--- src/rtl/wsl_pkg.sv ---
package wsl_pkg;

	typedef enum logic [2:0] {
		PH_HEADER,
		PH_CHUNK_ID,
		PH_SMPL_SIZE,
		PH_CHUNK_SIZE,
		PH_SKIP,
		PH_SMPL_BODY,
		PH_DONE
	} phase_t;

	localparam int unsigned CountW = 33;

	typedef logic [CountW-1:0] count_t;

	localparam logic [31:0] TagRiff = 32'h4646_4952;
	localparam logic [31:0] TagWave = 32'h4556_4157;
	localparam logic [31:0] TagSmpl = 32'h6C70_6D73;

	localparam int unsigned FileHeaderLen   = 12;
	localparam int unsigned CountOffset     = 28;
	localparam int unsigned LoopTableOffset = 36;
	localparam int unsigned LoopEntryLen    = 24;
	localparam int unsigned LoopStartOffset = 8;
	localparam int unsigned LoopEndOffset   = 12;

	localparam count_t TagLastIdx    = count_t'(3);
	localparam count_t HeaderLastIdx = count_t'(FileHeaderLen - 1);
	localparam count_t CountLastIdx  = count_t'(CountOffset + 3);
	localparam count_t StartLastIdx  = count_t'(LoopTableOffset + LoopStartOffset + 3);
	localparam count_t EndLastIdx    = count_t'(LoopTableOffset + LoopEndOffset + 3);
	localparam count_t BodyLastIdx   = count_t'(LoopTableOffset + LoopEntryLen - 1);

endpackage

--- src/rtl/wsl_in_if.sv ---
interface wsl_in_if;
	logic       valid;
	logic       ready;
	logic [7:0] data_byte;
	logic       last_byte;

	modport source (output valid, output data_byte, output last_byte, input ready);
	modport sink (input valid, input data_byte, input last_byte, output ready);
endinterface

--- src/rtl/wsl_out_if.sv ---
interface wsl_out_if;
	logic        valid;
	logic        ready;
	logic        found;
	logic [31:0] loop_start;
	logic [31:0] loop_length;

	modport source (output valid, output found, output loop_start, output loop_length,
		input ready);
	modport sink (input valid, input found, input loop_start, input loop_length,
		output ready);
endinterface

--- src/rtl/wav_sampler_loop_finder.sv ---
// Sampler loop finder for RIFF/WAVE files streamed one byte per item.
// The byte_in channel carries data_byte and last_byte, which marks the final byte of a
// file. The result channel carries found, loop_start and loop_length for the first loop
// of the first smpl chunk; on failure found is 0 and both values are 0.
// Each file gives exactly one result item. It is produced by the byte that decides it
// (a bad RIFF or WAVE tag, a zero loop count, an end not above the start, or data byte 59
// of the smpl chunk), or by the last byte when the file ends undecided.
// Latency: the result is valid in the cycle after the deciding byte is accepted.
// Throughput: one byte per cycle; the parse state is a counter and a four byte shift
// register updated by each byte, and the result sits in a single output register.
// A new byte is taken in the same cycle as a waiting result is taken, even when that
// byte decides the next result; while the receiver stalls with a result pending,
// byte_in.ready is low until the result is taken.
// After every last byte the parser returns to its reset state for the next file.
// Reset (arst_n low) clears the parser and drops any pending result.
module wav_sampler_loop_finder (
	input  logic     clk,
	input  logic     arst_n,
	wsl_in_if.sink   byte_in,
	wsl_out_if.source result
);

	wsl_pkg::phase_t phase_q, phase_d;
	wsl_pkg::count_t cnt_q, cnt_d;
	logic [31:0]     shift_q, shift_d;
	logic [31:0]     begin_q, begin_d;
	logic [31:0]     finish_q, finish_d;
	logic [32:0]     skip_len;

	logic        res_v;
	logic        res_found;
	logic [31:0] res_start;
	logic [31:0] res_length;

	logic        out_valid_q;
	logic        found_q;
	logic [31:0] start_q;
	logic [31:0] length_q;

	logic accept;

	assign byte_in.ready = !out_valid_q || result.ready;
	assign accept        = byte_in.valid && byte_in.ready;

	assign shift_d  = {byte_in.data_byte, shift_q[31:8]};
	assign skip_len = {1'b0, shift_d} + {32'd0, shift_d[0]};

	always_comb begin
		phase_d    = phase_q;
		cnt_d      = cnt_q;
		begin_d    = begin_q;
		finish_d   = finish_q;
		res_v      = 1'b0;
		res_found  = 1'b0;
		res_start  = '0;
		res_length = '0;
		case (phase_q)
			wsl_pkg::PH_HEADER: begin
				if (cnt_q == wsl_pkg::TagLastIdx && shift_d != wsl_pkg::TagRiff) begin
					res_v   = 1'b1;
					phase_d = wsl_pkg::PH_DONE;
				end else if (cnt_q == wsl_pkg::HeaderLastIdx) begin
					if (shift_d != wsl_pkg::TagWave) begin
						res_v   = 1'b1;
						phase_d = wsl_pkg::PH_DONE;
					end else begin
						phase_d = wsl_pkg::PH_CHUNK_ID;
						cnt_d   = '0;
					end
				end else begin
					cnt_d = cnt_q + 1'b1;
				end
			end
			wsl_pkg::PH_CHUNK_ID: begin
				if (cnt_q == wsl_pkg::TagLastIdx) begin
					cnt_d   = '0;
					phase_d = (shift_d == wsl_pkg::TagSmpl) ? wsl_pkg::PH_SMPL_SIZE
						: wsl_pkg::PH_CHUNK_SIZE;
				end else begin
					cnt_d = cnt_q + 1'b1;
				end
			end
			wsl_pkg::PH_SMPL_SIZE: begin
				if (cnt_q == wsl_pkg::TagLastIdx) begin
					cnt_d   = '0;
					phase_d = wsl_pkg::PH_SMPL_BODY;
				end else begin
					cnt_d = cnt_q + 1'b1;
				end
			end
			wsl_pkg::PH_CHUNK_SIZE: begin
				if (cnt_q == wsl_pkg::TagLastIdx) begin
					cnt_d   = skip_len;
					phase_d = (skip_len == '0) ? wsl_pkg::PH_CHUNK_ID : wsl_pkg::PH_SKIP;
				end else begin
					cnt_d = cnt_q + 1'b1;
				end
			end
			wsl_pkg::PH_SKIP: begin
				if (cnt_q != '0) begin
					cnt_d = cnt_q - 1'b1;
				end
				if (cnt_d == '0) begin
					phase_d = wsl_pkg::PH_CHUNK_ID;
				end
			end
			wsl_pkg::PH_SMPL_BODY: begin
				cnt_d = cnt_q + 1'b1;
				if (cnt_q == wsl_pkg::CountLastIdx) begin
					if (shift_d == '0) begin
						res_v   = 1'b1;
						phase_d = wsl_pkg::PH_DONE;
						cnt_d   = cnt_q;
					end
				end else if (cnt_q == wsl_pkg::StartLastIdx) begin
					begin_d = shift_d;
				end else if (cnt_q == wsl_pkg::EndLastIdx) begin
					finish_d = shift_d;
					if (shift_d <= begin_q) begin
						res_v   = 1'b1;
						phase_d = wsl_pkg::PH_DONE;
						cnt_d   = cnt_q;
					end
				end else if (cnt_q == wsl_pkg::BodyLastIdx) begin
					res_v      = 1'b1;
					res_found  = 1'b1;
					res_start  = begin_q;
					res_length = finish_q - begin_q;
					phase_d    = wsl_pkg::PH_DONE;
					cnt_d      = cnt_q;
				end
			end
			default: begin
			end
		endcase
		if (byte_in.last_byte) begin
			if (!res_v && phase_q != wsl_pkg::PH_DONE) begin
				res_v = 1'b1;
			end
			phase_d  = wsl_pkg::PH_HEADER;
			cnt_d    = '0;
			begin_d  = '0;
			finish_d = '0;
		end
	end

	always_ff @(posedge clk or negedge arst_n) begin
		if (!arst_n) begin
			phase_q  <= wsl_pkg::PH_HEADER;
			cnt_q    <= '0;
			shift_q  <= '0;
			begin_q  <= '0;
			finish_q <= '0;
		end else if (accept) begin
			phase_q  <= phase_d;
			cnt_q    <= cnt_d;
			shift_q  <= byte_in.last_byte ? 32'd0 : shift_d;
			begin_q  <= begin_d;
			finish_q <= finish_d;
		end
	end

	always_ff @(posedge clk or negedge arst_n) begin
		if (!arst_n) begin
			out_valid_q <= 1'b0;
		end else if (accept && res_v) begin
			out_valid_q <= 1'b1;
		end else if (result.ready) begin
			out_valid_q <= 1'b0;
		end
	end

	always_ff @(posedge clk) begin
		if (accept && res_v) begin
			found_q  <= res_found;
			start_q  <= res_start;
			length_q <= res_length;
		end
	end

	assign result.valid       = out_valid_q;
	assign result.found       = found_q;
	assign result.loop_start  = start_q;
	assign result.loop_length = length_q;

`ifndef ASSERT_OFF
	a_found_len_nonzero: assert property (@(posedge clk) disable iff (!arst_n)
		result.valid && result.found |-> result.loop_length != '0)
		else $error("Found loop has zero length.");

	a_fail_zero_values: assert property (@(posedge clk) disable iff (!arst_n)
		result.valid && !result.found |-> result.loop_start == '0
			&& result.loop_length == '0)
		else $error("Failure result carries nonzero values.");

	a_rearm_after_last: assert property (@(posedge clk) disable iff (!arst_n)
		accept && byte_in.last_byte |=> phase_q == wsl_pkg::PH_HEADER && cnt_q == '0)
		else $error("Parser did not rearm after the last byte.");

	a_header_count_range: assert property (@(posedge clk) disable iff (!arst_n)
		phase_q == wsl_pkg::PH_HEADER |-> cnt_q < wsl_pkg::count_t'(wsl_pkg::FileHeaderLen))
		else $error("Header byte count out of range.");

	a_no_overwrite: assert property (@(posedge clk) disable iff (!arst_n)
		out_valid_q && !result.ready |-> !accept)
		else $error("Item accepted while a result is stalled.");
`endif

endmodule
--- src/flat_wrapper.sv ---
// flat-port wrapper written by rule: the top's interface ports become plain ports
module wav_sampler_loop_finder_flat 
  (clk, arst_n, byte_in_valid, byte_in_data_byte, byte_in_last_byte, byte_in_ready, result_valid, result_found, result_loop_start, result_loop_length, result_ready);
  wsl_in_if byte_in_i ();
  wsl_out_if result_i ();
  input  logic clk;
  input  logic arst_n;
  input wire logic [$bits(byte_in_i.valid)-1:0] byte_in_valid;
  input wire logic [$bits(byte_in_i.data_byte)-1:0] byte_in_data_byte;
  input wire logic [$bits(byte_in_i.last_byte)-1:0] byte_in_last_byte;
  output wire logic [$bits(byte_in_i.ready)-1:0] byte_in_ready;
  output wire logic [$bits(result_i.valid)-1:0] result_valid;
  output wire logic [$bits(result_i.found)-1:0] result_found;
  output wire logic [$bits(result_i.loop_start)-1:0] result_loop_start;
  output wire logic [$bits(result_i.loop_length)-1:0] result_loop_length;
  input wire logic [$bits(result_i.ready)-1:0] result_ready;
  assign byte_in_i.valid = byte_in_valid;
  assign byte_in_i.data_byte = byte_in_data_byte;
  assign byte_in_i.last_byte = byte_in_last_byte;
  assign byte_in_ready = byte_in_i.ready;
  assign result_valid = result_i.valid;
  assign result_found = result_i.found;
  assign result_loop_start = result_i.loop_start;
  assign result_loop_length = result_i.loop_length;
  assign result_i.ready = result_ready;
  wav_sampler_loop_finder u_core (.clk(clk), .arst_n(arst_n), .byte_in(byte_in_i), .result(result_i));
endmodule
--- config.mk ---
export PLATFORM = sky130hd
export DESIGN_NAME = wav_sampler_loop_finder_flat
export DESIGN_NICKNAME = d
export VERILOG_FILES = /design/src/rtl/wsl_pkg.sv /design/src/rtl/wsl_in_if.sv /design/src/rtl/wsl_out_if.sv /design/src/rtl/wav_sampler_loop_finder.sv /design/src/flat_wrapper.sv
export SDC_FILE = /design/constraint.sdc
export NUM_CORES = 1
export LEC_CHECK = 0
export BUFFER_PORTS_ARGS = -buffer_cell sky130_fd_sc_hd__buf_4
export CAP_MARGIN = 20
export CORE_ASPECT_RATIO = 0.7
export CORE_MARGIN = 3
export CORE_UTILIZATION = 40
export DETAILED_ROUTE_END_ITERATION = 10
export PLACE_DENSITY_LB_ADDON = 0.05
export SLEW_MARGIN = 20
export SYNTH_ARGS = -nofsm -noshare
export SYNTH_HDL_FRONTEND = slang
export SYNTH_SLANG_ARGS = --single-unit
--- constraint.sdc ---
create_clock -name clk -period 5.4 [get_ports clk]
set_input_delay 0.27 -clock clk [delete_from_list [all_inputs] [get_ports clk]]
set_output_delay 0.27 -clock clk [all_outputs]
set_load 0.01 [all_outputs]
==> results of run 1 <==
==> critical path, stage by stage (launching register included) <==
cell,delay [ns]
dfrtp_1,0.60
nor3_1,0.78
nand4_1,0.38
nor4_4,0.71
nor4_1,0.13
nor4_1,0.44
nand4_1,0.22
a2111o_1,0.50
a31oi_4,0.25
mux2_4,0.31
==> per-layer routing <==
layer	wire, µm	up-vias	track usage (%)
li1	-	6027	-
met4	658	0	5.76
met2	17800	542	33.1
met3	4220	45	6.27
met5	0	-	0
met1	23300	6164	40.9
==> logic make-up after synthesis <==
logic type               count (synthesis)  share of synthesized area [%]
buffers and inverters                  194                           5.59
AND/OR/NAND/NOR                        646                           23.4
flip-flops                             190                           37.4
XOR/XNOR                                69                           4.45
AO/OA/AOI/OAI                          459                           21.8
multiplexers                             9                          0.727
adder cells (fa/ha/maj)                 72                           6.69
==> power groups by stage <==
stage	Sequential (W)	Clock, W	Combinational, W
2_1_floorplan	0.00196	0	0.00299
3_3_place_gp	0.00214	0	0.00390
3_5_place_dp	0.00215	0	0.00390
4_1_cts	0.00212	0.00129	0.00392
5_1_grt	0.00218	0.00134	0.00439
6_report	0.00214	0.00126	0.00400
==> Yosys cell counts (29+ instances only) <==
cell and instances:
inv_1 65, nand4_1 38, dfrtp_1 125, o22ai_1 32, clkbuf_1 115, edfxtp_1 65
xnor2_1 41, nor2_1 146, nor3_1 56, nand3_1 60, nor4_1 40, ha_1 71
a22oi_1 50, nand2_1 180, a21o_1 29, a21oi_1 78, o21ai_0 149
==> metrics by stage <==
step | cells | hold WS (ns) | power (W) | worst slack [ns]
6_report | 2091 | 0.162 | 0.00740 | 0.955
2_1_floorplan | 1639 | -0.0256 | 0.00495 | 0.536
3_5_place_dp | 2058 | 0.266 | 0.00605 | 1.09
5_1_grt | 2091 | 0.168 | 0.00792 | 0.708
4_1_cts | 2091 | 0.139 | 0.00733 | 1.06
3_3_place_gp | 2058 | 0.265 | 0.00604 | 1.09
==> sequential cells by signal, summed over array words and instances (netlist names) <==
register	flops
u_core.begin_q	32
u_core.phase_q	3
u_core.shift_q	24
u_core.result.found	1
u_core.result.loop_length	32
u_core.result.valid	1
u_core.cnt_q	33
u_core.result.loop_start	32
u_core.finish_q	32
==> layout by cell type, fill, tap and decap left out, types with 13 or more instances in the layout <==
cell type / count
xor2_1: 28
nand2_1: 179
or3_1: 22
nand3_1: 60
edfxtp_1: 65
nor3_1: 56
nor2_1: 144
and2_1: 13
a21oi_1: 78
nor4_1: 40
o22ai_1: 32
clkbuf_16: 17
a22o_1: 14
nand2b_1: 13
o21ai_0: 149
a21o_1: 29
buf_4: 120
dfrtp_1: 125
a22oi_1: 50
ha_1: 71
inv_1: 65
nand4_1: 38
and3_1: 17
xnor2_1: 41
==> area by class of cell <==
cell class	instances	area share, %
Clock buffer	19	3.00
Clock inverter	13	0.704
Inverter	65	1.61
Multi-Input combinational cell	1255	51.4
Sequential cell	190	33.6
Tap cell	427	3.54
Timing Repair Buffer	122	6.16
==> worst min path at each step <==
stage / from / to / slack, ns / cells past startpoint
final: byte_in_data_byte[4] / u_core.shift_q[28]$_DFFE_PN0P_ / 0.16 / 3
after global routing: byte_in_data_byte[0] / u_core.shift_q[24]$_DFFE_PN0P_ / 0.17 / 3
after CTS: byte_in_data_byte[6] / u_core.shift_q[30]$_DFFE_PN0P_ / 0.14 / 3
after detailed placement: arst_n / u_core.finish_q[27]$_DFFE_PN0P_ / 0.27 / 1
after global placement: arst_n / u_core.finish_q[27]$_DFFE_PN0P_ / 0.26 / 1
after floorplan: arst_n / u_core.begin_q[0]$_DFFE_PN0P_ / -0.03 / 0
==> reports/qor.txt, run 1 <==
status - finished clean
Gate power share - 54.1%
total CTS buffers - 17
clock sinks - 190
Routed WL - 46.0 mm
GRT Total Usage - 25.4%
Slew @ Worst Pin - 1.08 ns
Post-Synthesis Cells - 1,639
std cell rows - 55
die extent in y - 160 µm
Die Width - 226 µm
Layout Skew - 0.0146 ns
post-CTS sizing - 0
area share of the largest cell type after synthesis - 23.0%
Syn Nets - 1,724
register-to-register setup slack - 0.95 ns
class of the most critical setup path - flip-flop to flip-flop
reg2reg start - u_core.cnt_q[3]$_DFFE_PN0P_
normalized max-slew margin - 27.5%
worst path required time - 5.75 ns
Synth area leaders - dfrtp_1 23%, edfxtp_1 14%, ha_1 6.5%
number of port buffers - 79
R2R depth - 9
Vias - 12,778
clock share of power - 17.1%
root buf cell - clkbuf_16
leak pwr - 6.03 nW
Seq/Total Area, Yosys - 37.4%
FF+latch area - 0.00508 mm²
Area after DPL - 0.0145 mm²
Ports - 80
post-synth top area cell - dfrtp_1
GPL Wtd Cong - 0.988
Worst R2R End - u_core.phase_q[2]$_DFFE_PN0P_
gr ovfl total - 0
post-CTS setup repair buffer count - 0
worst setup path startpoint - u_core.cnt_q[3]$_DFFE_PN0P_
1st-pass router iterations - 5
Post-synth EDFFs - 65
drt wl/cell - 22.0 µm
n_diodes - 0
Post-Layout Inst Area - 0.0151 mm²
VDD IR-drop max - 0.256 mV
CP endpoint - u_core.phase_q[2]$_DFFE_PN0P_
Final Util - 45.9%
Critical Path Start Type - flip-flop
sw frac - 47.4%
Hold Fails Final Rpt - 0
TNS Setup - 0 ns
Min Clock Period, post-route - 4.45 ns
vias in the first global route - 11,902
Reg clk slew, reported paths - 0.08 ns
Min-Delay Path Class - input port to flip-flop
Syn Std Cell Area - 0.0136 mm²
# setup viols final - 0
pin count of the biggest net entering global routing - 82
final count of pins violating max slew - 0
Netlist cell types - 75
Routed Antenna Nets - 0
initial core utilization - 41.3%
Initial DRC Count - 1,333
Synthesis Warnings - 0
layout cells sized above 1 - 10.8%
worst-path fanout max - 20
Max-Cap Viols - 0
initial antenna violation count - 0
Critical Path End Type - flip-flop
Die ar. - 0.0362 mm²
Internal - 0.00389 W
syn avg cell area - 8.29 µm²
RSZ-0062 raised after global routing - no
Longest Clk Path Bufs - 2
Final period util - 82.3%
# fillers - 3,301
Area Overhead vs Synth - 11.2%
H-tree depth - 4
CTS tree - yes
Post-synth ARST share - 65.8%
Seq pwr share - 28.8%
vias per cell - 6.11
Primary FF master, synth - dfrtp_1
Power Density - 490 mW/mm²
drt drc - 0
Synth Register Bits - 190
Fmax achieved - 0.225 GHz
core area - 0.0329 mm²
Switch Pwr - 0.00351 W
first-pass GRT wire length - 71.5 mm
# hold bufs at CTS - 1
HPWL Detailed - 33.5 mm
crit path DAT - 4.79 ns
nets@finish - 1,736
area of the multi-input gates - 0.00776 mm²
worst-skew pair later-pin latency - 0.46 ns
Power figures use the tool's default switching activity.
==> run 2: changes to the inputs <==
- clock period: 5.4 -> 4 ns (I/O delays scaled with it)
==> reports/qor.txt, run 2 (synthesis gave the netlist of run 1 again) <==
H-tree depth - 4
VDD IR-drop max - 0.347 mV
worst-skew pair later-pin latency - 0.45 ns
Routed WL - 49.5 mm
busiest grt layer - met1
reg2reg start - u_core.cnt_q[11]$_DFFE_PN0P_
Seq pwr share - 24.0%
sw frac - 46.0%
Critical Path Start Type - flip-flop
number of port buffers - 79
Vias - 13,183
pin count of the biggest net entering global routing - 126
Power Density - 697 mW/mm²
clock share of power - 16.1%
Hold Fails Final Rpt - 0
Fmax achieved - 0.257 GHz
vias per cell - 6.06
GPL Wtd Cong - 0.958
grt met1 use - 43.5%
register-to-register setup slack - 0.11 ns
CP endpoint - u_core.phase_q[2]$_DFFE_PN0P_
CTS tree - yes
GRT Total Usage - 27.3%
core area - 0.0329 mm²
Switch Pwr - 0.00508 W
RSZ-0062 raised after global routing - no
Worst R2R End - u_core.phase_q[2]$_DFFE_PN0P_
Critical Path End Type - flip-flop
Reg clk slew, reported paths - 0.08 ns
vias in the first global route - 12,306
max reg flops - 33
# setup viols final - 0
Max-Cap Viols - 0
total CTS buffers - 17
leak pwr - 6.48 nW
Final Util - 48.2%
drt drc - 0
Internal - 0.00596 W
final count of pins violating max slew - 0
R2R depth - 12
Min Clock Period, post-route - 3.89 ns
nets@finish - 1,819
1st-pass router iterations - 6
drt wl/cell - 22.8 µm
worst-path fanout max - 7
Biggest register - u_core.cnt_q
GR Util met2 - 36.3%
root buf cell - clkbuf_16
status - finished clean
Die Width - 226 µm
HPWL Detailed - 36.3 mm
normalized max-slew margin - 28.0%
initial core utilization - 41.3%
Initial DRC Count - 1,526
class of the most critical setup path - flip-flop to flip-flop
worst path required time - 4.34 ns
worst setup path startpoint - u_core.cnt_q[11]$_DFFE_PN0P_
Ports - 80
gr ovfl total - 0
Routed Antenna Nets - 0
Area Overhead vs Synth - 16.6%
n_diodes - 0
Min-Delay Path Class - input port to flip-flop
std cell rows - 55
layout cells sized above 1 - 15.0%
Post-Layout Inst Area - 0.0158 mm²
first-pass GRT wire length - 76.0 mm
Gate power share - 59.9%
most common cell after layout, fill and taps aside - buf_4
commonest non-fill, non-tap cells in the layout - 200 x buf_4, 179 x nand2_1, 149 x o21ai_0, 143 x nor2_1, 125 x dfrtp_1
clock sinks - 190
Longest Clk Path Bufs - 2
die extent in y - 160 µm
TNS Setup - 0 ns
Area after DPL - 0.0152 mm²
M3 GR Usage - 7.81%
# fillers - 3,249
Die ar. - 0.0362 mm²
Layout Skew - 0.0101 ns
Final period util - 97.2%
Slew @ Worst Pin - 1.08 ns
initial antenna violation count - 0
crit path DAT - 4.23 ns
run 2: through the flow:
stage / setup WS (ns) / instances / hold WS, ns / total power (W)
5_1_grt: 0.00824 / 2174 / 0.102 / 0.0117
3_5_place_dp: 0.0427 / 2140 / 0.387 / 0.00905
6_report: 0.114 / 2174 / 0.106 / 0.0110
2_1_floorplan: 0.0157 / 1639 / -0.0956 / 0.00672
3_3_place_gp: 0.0861 / 2140 / 0.382 / 0.00903
4_1_cts: 0.0340 / 2173 / 0.0784 / 0.0109
run 2: power by group through the flow:
| stage | clock, W | combinational [W] | sequential, W |
|---|---|---|---|
| 2_1_floorplan | 0 | 0.00407 | 0.00265 |
| 5_1_grt | 0.00189 | 0.00715 | 0.00270 |
| 3_5_place_dp | 0 | 0.00637 | 0.00268 |
| 6_report | 0.00178 | 0.00661 | 0.00265 |
| 3_3_place_gp | 0 | 0.00636 | 0.00268 |
| 4_1_cts | 0.00182 | 0.00639 | 0.00265 |
run 2: metal layers:
| layer | vias to the layer above | routed length, µm |
|---|---|---|
| met3 | 42 | 4900 |
| met5 | - | 0 |
| li1 | 6217 | - |
| met2 | 574 | 19200 |
| met4 | 0 | 493 |
| met1 | 6350 | 24900 |
run 2: worst min-delay path by stage:
stage | to | slack [ns] | start | depth (start not counted)
6_report | u_core.shift_q[31]$_DFFE_PN0P_ | 0.11 | byte_in_data_byte[7] | 3
3_5_place_dp | u_core.finish_q[27]$_DFFE_PN0P_ | 0.39 | arst_n | 2
2_1_floorplan | u_core.begin_q[0]$_DFFE_PN0P_ | -0.1 | arst_n | 0
3_3_place_gp | u_core.finish_q[27]$_DFFE_PN0P_ | 0.38 | arst_n | 2
4_1_cts | u_core.shift_q[31]$_DFFE_PN0P_ | 0.08 | byte_in_data_byte[7] | 3
5_1_grt | u_core.begin_q[30]$_DFFE_PN0P_ | 0.10 | byte_in_last_byte | 2
run 2: repair_timing:
action / CTS / global route
setup endpoints to repair: 0 / 4
hold buffers: 1 / 0
hold endpoints to repair: 125 / 0
setup buffers: 0 / 1
gates resized for setup: 0 / 1
run 2: area by class of cell:
type,instances,area [µm²],area share [%]
clock buffers,23,510,3.22
multi-input cells,1255,7800,49.3
flip-flops and latches,190,5080,32.1
repair buffers,205,1590,10.0
inverters,65,244,1.54
well taps,427,534,3.37
clock inverters,9,78.8,0.498
run 2: critical path: stages (launching register included):
cell,delay (ns)
dfrtp_1,0.38
or4_4,0.56
or4_4,0.53
buf_4,0.16
nor4_4,0.37
buf_4,0.22
nor4_1,0.07
nor4_1,0.17
buf_4,0.17
nand4_1,0.18
a2111o_1,0.46
a31oi_4,0.21
mux2_4,0.31
